==> config.mk <==
export PLATFORM = sky130hd
export DESIGN_NAME = aliquot_sum_perfect_test_top
export DESIGN_NICKNAME = d
export VERILOG_FILES = /design/src/als_pkg.sv /design/src/als_div.sv /design/src/aliquot_sum_perfect_test_top.sv
export SDC_FILE = /design/constraint.sdc
export NUM_CORES = 1
export LEC_CHECK = 0
export BUFFER_PORTS_ARGS = -buffer_cell sky130_fd_sc_hd__clkbuf_2
export CAP_MARGIN = 5
export CORE_ASPECT_RATIO = 0.7
export CORE_MARGIN = 3
export CORE_UTILIZATION = 50
export DETAILED_ROUTE_END_ITERATION = 12
export GPL_ROUTABILITY_DRIVEN = 0
export PLACE_DENSITY = 0.65
export SKIP_LAST_GASP = 1
export SLEW_MARGIN = 25
export SYNTH_ARGS = -nofsm -noshare
export SYNTH_HDL_FRONTEND = slang
export SYNTH_HIERARCHICAL = 1
export SYNTH_SLANG_ARGS = --single-unit
==> constraint.sdc <==
create_clock -name clk -period 7.9 [get_ports clk]
set_clock_uncertainty 0.2 [all_clocks]
set_input_delay 0 -clock clk [delete_from_list [all_inputs] [get_ports clk]]
set_output_delay 0 -clock clk [all_outputs]
set_load 0.03 [all_outputs]
==> src/als_pkg.sv <==
`timescale 1ns / 1ps
// ----------------------------------------------------------------------------
// als_pkg: shared types and constants for the aliquot sum block
// Default widths and the divider status group.
// ----------------------------------------------------------------------------
package als_pkg;

  localparam int unsigned VALUE_BITS_DEF = 20;
  localparam int unsigned SUM_BITS       = 22;
  localparam int unsigned SUM_BYTES_W    = ((SUM_BITS + 7) / 8) * 8;

  // divider status, returned to the sequencer
  typedef struct packed {
    logic busy;
    logic done;
  } div_sts_t;

endpackage

==> src/als_div.sv <==
`timescale 1ns / 1ps
// ----------------------------------------------------------------------------
// als_div: iterative restoring divider
// One quotient bit per cycle; quotient and remainder valid on done.
// ----------------------------------------------------------------------------
module als_div #(
  parameter int unsigned W  = 20,  // dividend width
  parameter int unsigned DW = 11   // divisor width
) (
  input  logic              clk,
  input  logic              rst_n,
  input  logic              start,
  input  logic [W-1:0]      dividend,
  input  logic [DW-1:0]     divisor,
  output logic [W-1:0]      quotient,
  output logic [DW-1:0]     remainder,
  output als_pkg::div_sts_t sts
);
  import als_pkg::*;

  localparam int unsigned CW = $clog2(W + 1);

  logic [W-1:0]  q_r;
  logic [DW-1:0] rem_r;
  logic [DW-1:0] dv_r;
  logic [CW-1:0] cnt_r;
  logic          busy_r;
  logic          done_r;

  logic [DW:0]   trial;
  logic          ge;
  logic [DW:0]   diff;

  assign trial = {rem_r, q_r[W-1]};
  assign ge    = (trial >= {1'b0, dv_r});
  assign diff  = trial - {1'b0, dv_r};

  always_ff @(posedge clk) begin
    if (!rst_n) begin
      busy_r <= 1'b0;
      done_r <= 1'b0;
      cnt_r  <= '0;
    end else begin
      done_r <= 1'b0;
      if (start) begin
        busy_r <= 1'b1;
        cnt_r  <= CW'(W);
      end else if (busy_r) begin
        cnt_r <= cnt_r - 1'b1;
        if (cnt_r == CW'(1)) begin
          busy_r <= 1'b0;
          done_r <= 1'b1;
        end
      end
    end
  end

  // datapath, no reset
  always_ff @(posedge clk) begin
    if (start) begin
      q_r   <= dividend;
      rem_r <= '0;
      dv_r  <= divisor;
    end else if (busy_r) begin
      q_r   <= {q_r[W-2:0], ge};
      rem_r <= ge ? diff[DW-1:0] : trial[DW-1:0];
    end
  end

  assign quotient  = q_r;
  assign remainder = rem_r;
  assign sts.busy  = busy_r;
  assign sts.done  = done_r;

endmodule

==> src/aliquot_sum_perfect_test_top.sv <==
`timescale 1ns / 1ps
// The shared one-bit-per-cycle divider is run once per trial divisor d, while d*d <= n.
// One item at a time: the search for one candidate ends before the next beat is taken.
// in_tready is high only while the sequencer is idle; a finished result waits in the
//   output register and the next beat may be accepted while it is held.
// Reset: synchronous, active low; clears the sequencer, divider control and out_tvalid.
// ----------------------------------------------------------------------------
// aliquot_sum_perfect_test_top: aliquot sum and perfect-number test
// Sums proper divisors of the input by trial division with a shared divider.
// ----------------------------------------------------------------------------
module aliquot_sum_perfect_test_top #(
  parameter int unsigned VALUE_BITS = als_pkg::VALUE_BITS_DEF
) (
  input  logic                                clk,
  input  logic                                rst_n,
  // input beat
  input  logic                                in_tvalid,
  output logic                                in_tready,
  input  logic [((VALUE_BITS + 7) / 8)*8-1:0] in_tdata,   // [VALUE_BITS-1:0] candidate_value
  // result beat
  output logic                                out_tvalid,
  input  logic                                out_tready,
  output logic [als_pkg::SUM_BYTES_W-1:0]     out_tdata,  // [21:0] divisor_sum, rest zero
  output logic                                out_tuser   // [0] is_perfect
);
  import als_pkg::*;

  // trial divisor width: holds floor(sqrt(2^VALUE_BITS - 1)) + 1
  localparam int unsigned DW  = (VALUE_BITS + 1) / 2 + 1;
  // running square of the trial divisor
  localparam int unsigned SQW = 2 * DW;
  // exact sum fits in VALUE_BITS + 3 bits
  localparam int unsigned AW  = VALUE_BITS + 3;
  // compare width for saturation
  localparam int unsigned CW  = (AW > SUM_BITS) ? AW : SUM_BITS;

  typedef enum logic [2:0] {
    ST_IDLE,
    ST_CHECK,   // test d*d <= n, launch divide
    ST_DIV,     // wait for divider
    ST_ADD_D,   // sum += d
    ST_ADD_CO,  // sum += n/d unless it equals d
    ST_DONE     // park result in output register
  } state_t;

  state_t               state_r;
  logic [VALUE_BITS-1:0] n_r;
  logic [DW-1:0]        d_r;
  logic [SQW-1:0]       sq_r;
  logic [AW-1:0]        acc_r;
  logic [VALUE_BITS-1:0] co_r;
  logic                 out_tvalid_r;
  logic [SUM_BITS-1:0]  sum_out_r;
  logic                 perfect_r;

  logic [VALUE_BITS-1:0] div_q;
  logic [DW-1:0]        div_rem;
  div_sts_t             div_sts;
  logic                 div_start;
  logic                 sq_le_n;
  logic [SQW-1:0]       sq_step;
  logic [CW-1:0]        acc_ext;
  logic                 sat;

  assign sq_le_n   = (sq_r <= SQW'(n_r));
  assign div_start = (state_r == ST_CHECK) && sq_le_n;
  // (d+1)^2 = d^2 + 2d + 1
  assign sq_step   = sq_r + SQW'({d_r, 1'b1});
  assign acc_ext   = CW'(acc_r);
  assign sat       = (acc_ext > CW'({SUM_BITS{1'b1}}));

  als_div #(
    .W  (VALUE_BITS),
    .DW (DW)
  ) u_div (
    .clk       (clk),
    .rst_n     (rst_n),
    .start     (div_start),
    .dividend  (n_r),
    .divisor   (d_r),
    .quotient  (div_q),
    .remainder (div_rem),
    .sts       (div_sts)
  );

  always_ff @(posedge clk) begin
    if (!rst_n) begin
      state_r      <= ST_IDLE;
      out_tvalid_r <= 1'b0;
    end else begin
      // in ST_DONE the output register is handled by the sequencer below
      if (out_tvalid_r && out_tready && (state_r != ST_DONE)) begin
        out_tvalid_r <= 1'b0;
      end
      unique case (state_r)
        ST_IDLE: begin
          if (in_tvalid) begin
            n_r     <= in_tdata[VALUE_BITS-1:0];
            d_r     <= DW'(2);
            sq_r    <= SQW'(4);
            acc_r   <= AW'(1);
            state_r <= ST_CHECK;
          end
        end
        ST_CHECK: begin
          state_r <= sq_le_n ? ST_DIV : ST_DONE;
        end
        ST_DIV: begin
          if (div_sts.done) begin
            co_r <= div_q;
            if (div_rem == '0) begin
              state_r <= ST_ADD_D;
            end else begin
              d_r     <= d_r + 1'b1;
              sq_r    <= sq_step;
              state_r <= ST_CHECK;
            end
          end
        end
        ST_ADD_D: begin
          acc_r   <= acc_r + AW'(d_r);
          state_r <= ST_ADD_CO;
        end
        ST_ADD_CO: begin
          if (co_r != VALUE_BITS'(d_r)) begin
            acc_r <= acc_r + AW'(co_r);
          end
          d_r     <= d_r + 1'b1;
          sq_r    <= sq_step;
          state_r <= ST_CHECK;
        end
        ST_DONE: begin
          // hold until the output register is free or draining this cycle
          if (!out_tvalid_r || out_tready) begin
            out_tvalid_r <= 1'b1;
            sum_out_r    <= sat ? {SUM_BITS{1'b1}} : acc_ext[SUM_BITS-1:0];
            perfect_r    <= (n_r >= VALUE_BITS'(2)) && (AW'(n_r) == acc_r);
            state_r      <= ST_IDLE;
          end
        end
        default: begin
          state_r <= ST_IDLE;
        end
      endcase
    end
  end

  assign in_tready  = (state_r == ST_IDLE);
  assign out_tvalid = out_tvalid_r;
  assign out_tdata  = SUM_BYTES_W'(sum_out_r);
  assign out_tuser  = perfect_r;

`ifndef SYNTHESIS
  // an accepted beat always starts a search
  a_accept_starts: assert property (@(posedge clk) disable iff (!rst_n)
    (in_tvalid && in_tready) |=> (state_r == ST_CHECK))
    else $error("accepted beat did not start the search");

  // divider only finishes while the sequencer waits for it
  a_div_done_in_div: assert property (@(posedge clk) disable iff (!rst_n)
    div_sts.done |-> (state_r == ST_DIV))
    else $error("divider finished outside ST_DIV");

  // divider idle whenever a new beat can be taken
  a_div_idle: assert property (@(posedge clk) disable iff (!rst_n)
    in_tready |-> !div_sts.busy)
    else $error("divider busy while idle");

  // incremental square tracks the trial divisor
  a_square: assert property (@(posedge clk) disable iff (!rst_n)
    (state_r == ST_CHECK) |-> (sq_r == SQW'(d_r) * SQW'(d_r)))
    else $error("square register out of step with trial divisor");

  // a launched divide is seen busy on the next cycle
  a_div_launch: assert property (@(posedge clk) disable iff (!rst_n)
    div_start |=> div_sts.busy)
    else $error("divide launch not taken");
`endif

endmodule

==> reports/qor.yml <==
outcome: "completed"
cap_viol_max_count: 0
min_period_ns: 4.177
antenna_left: 0
clkSinkCount: 172
setup_viol: 0
dieHeight_um: 126.3
tns_ns: 0
avgSynthCellArea_sq_um: 10.78
core_area_sq_mm: 0.02001
placed_area_sq_mm: 0.01084
cts_root_buf: "clkbuf_16"
fmax_mhz: 239.4
nets: 1122
worstMarginPinSlew_ns: 0.9212
remaining_drc_errors: 0
dpl.hpwl_um: 18480
total_leakage_power_nw: 4.328
multi_input_area_sq_mm: 0.005057
slew_violations: 0
rows: 43
cts_setup_buffers: 0
crit_fanout: 22
diodes: 0
first_pass_iters: 5
maxSlewHeadroom_pct: 38.59
track_usage_pct: 22.84
clockBufferDepth: 2
routed_wl_um: 24910
n_fill_cell: 1721
wl_per_cell_um: 19.03
overflow: 0
worstSkewPairLatency_ns: 0.43
register_area_sq_mm: 0.004945
ioPinCount: 55
ir_drop_v: 0.0001325
cts_resized: 0
grt_pass1_wl_um: 39500
synth_area_sq_mm: 0.01033
dieWidth_um: 177.8
crit_path_start_kind: "flop"
crit_type: "flop to flop"
synthCells: 958
yosysWarnings: 6
cts-buffers-inserted: 17
cts.clk_slew.worst_paths_ns: 0.06
hold_ws_ns: 0.07885
grt_pass1_vias: 7057
rsz0062_at_grt: "no"
cts_tree: "yes"
power_density_mw_per_mm2: 244.2
drt_iter0_markers: 928
dr_total_vias: 7685
htree_levels: 4
hp-class: "input port to flop"
antenna_found_initial: 0
hold_violations: 0
end_kind: "flop"
die_area_sq_mm: 0.02245
crit_required_ns: 7.87
fin_area_sq_mm: 0.01168
final_layout_size_suffix_gt1_share_pct: 15.88
drt-vias-per-instance: 5.871
portBuffers: 48
areaGrowthSynthToFinish_pct: 13.07
initial_core_util_pct: 51.61
grt_max_degree: 34
worstPathArrival_ns: 4.15
period_share_pct: 52.87
==> layout by cell type, fill, tap and decap left out, drive strengths merged, types with 12 or more instances in the layout <==
master,n
mux2,29
nor2,74
inv,56
nand4,16
dfxtp,22
nand3,24
edfxtp,150
or2,28
nor4,14
a21oi,55
ha,65
a211oi,12
nand2,58
xor2,23
and2,15
dlygate4sd3,23
o21a,19
nor2b,16
nand2b,18
a21o,16
xnor2,39
nor3,26
o21ai,30
clkbuf,66
==> timing repair <==
| action | 4_1_cts | 5_1_grt |
|---|---|---|
| hold buffers | 23 | 0 |
| hold endpoints to repair | 31 | 0 |
| endpoints found under the setup margin | 0 | 0 |
==> worst paths after layout <==
kind,from,end,slack (ns),cells past startpoint
max,state_r[1],acc_ext[22],3.72,13
min,in_tdata[10],n_r[10],0.08,2
max reg2reg,state_r[1],acc_ext[22],3.72,13
min reg2reg,u_div/quotient[7],co_r[7],0.25,0
==> report_power, final <==
| group | internal [mW] | switching, mW | total (mW) | leakage [nW] |
|---|---|---|---|---|
| sequential | 1.09 | 0.0996 | 1.19 | 1.56 |
| clock | 0.498 | 0.363 | 0.861 | 0.274 |
| combinational | 0.335 | 0.469 | 0.804 | 2.49 |
| total | 1.92 | 0.932 | 2.85 | 4.33 |
==> critical path: stages, from the launching register on <==
cell	delay, ns
dfxtp_1	0.49
nand2b_1	0.36
nor2_1	0.07
buf_4	0.23
nand2_1	0.09
o21ai_0	0.11
ha_1	0.24
fa_1	0.44
a21oi_1	0.27
o211ai_1	0.14
a221oi_1	0.72
nor4b_1	0.19
o211ai_1	0.27
mux2i_1	0.10
==> through the flow <==
step | setup slack, ns | instances | util, % | total power [mW]
final | 3.723 | 1309 | 58.36 | 2.853
after global routing | 3.478 | 1309 | 58.36 | 3.001
after CTS | 3.818 | 1308 | 58.31 | 2.845
after detailed placement | 3.838 | 1253 | 54.17 | 1.977
after global placement | 3.885 | 1253 | 54.14 | 1.970
after floorplan | 4.003 | 959 | - | 1.787
==> state kept, by name, indices dropped and copies added, names as in the netlist <==
signal           count
u_div/quotient      20
acc_ext             23
u_div/dv_r          11
state_r              3
u_div/done_r         1
sum_out_r           22
sq_r                22
d_r                 11
u_div/remainder     11
u_div/busy_r         1
out_tuser            1
out_tvalid           1
co_r                20
n_r                 20
u_div/cnt_r          5
==> per-layer routing <==
metal	track usage, %	routed length, um	up-vias
li1	-	-	3713
met1	38.68	12870	3642
met2	29.21	9483	313
met3	4.641	2348	17
met4	4.845	203	0
met5	0	0	-
==> area by class of cell <==
cell class / count / area share (%)
clock buffer: 18 / 3.674
multi-input combinational: 701 / 43.30
sequential: 172 / 42.34
timing repair buffer: 80 / 4.606
tap: 270 / 2.892
clock inverter: 14 / 1.457
inverter: 54 / 1.735
(Power assumes the default switching activity.)
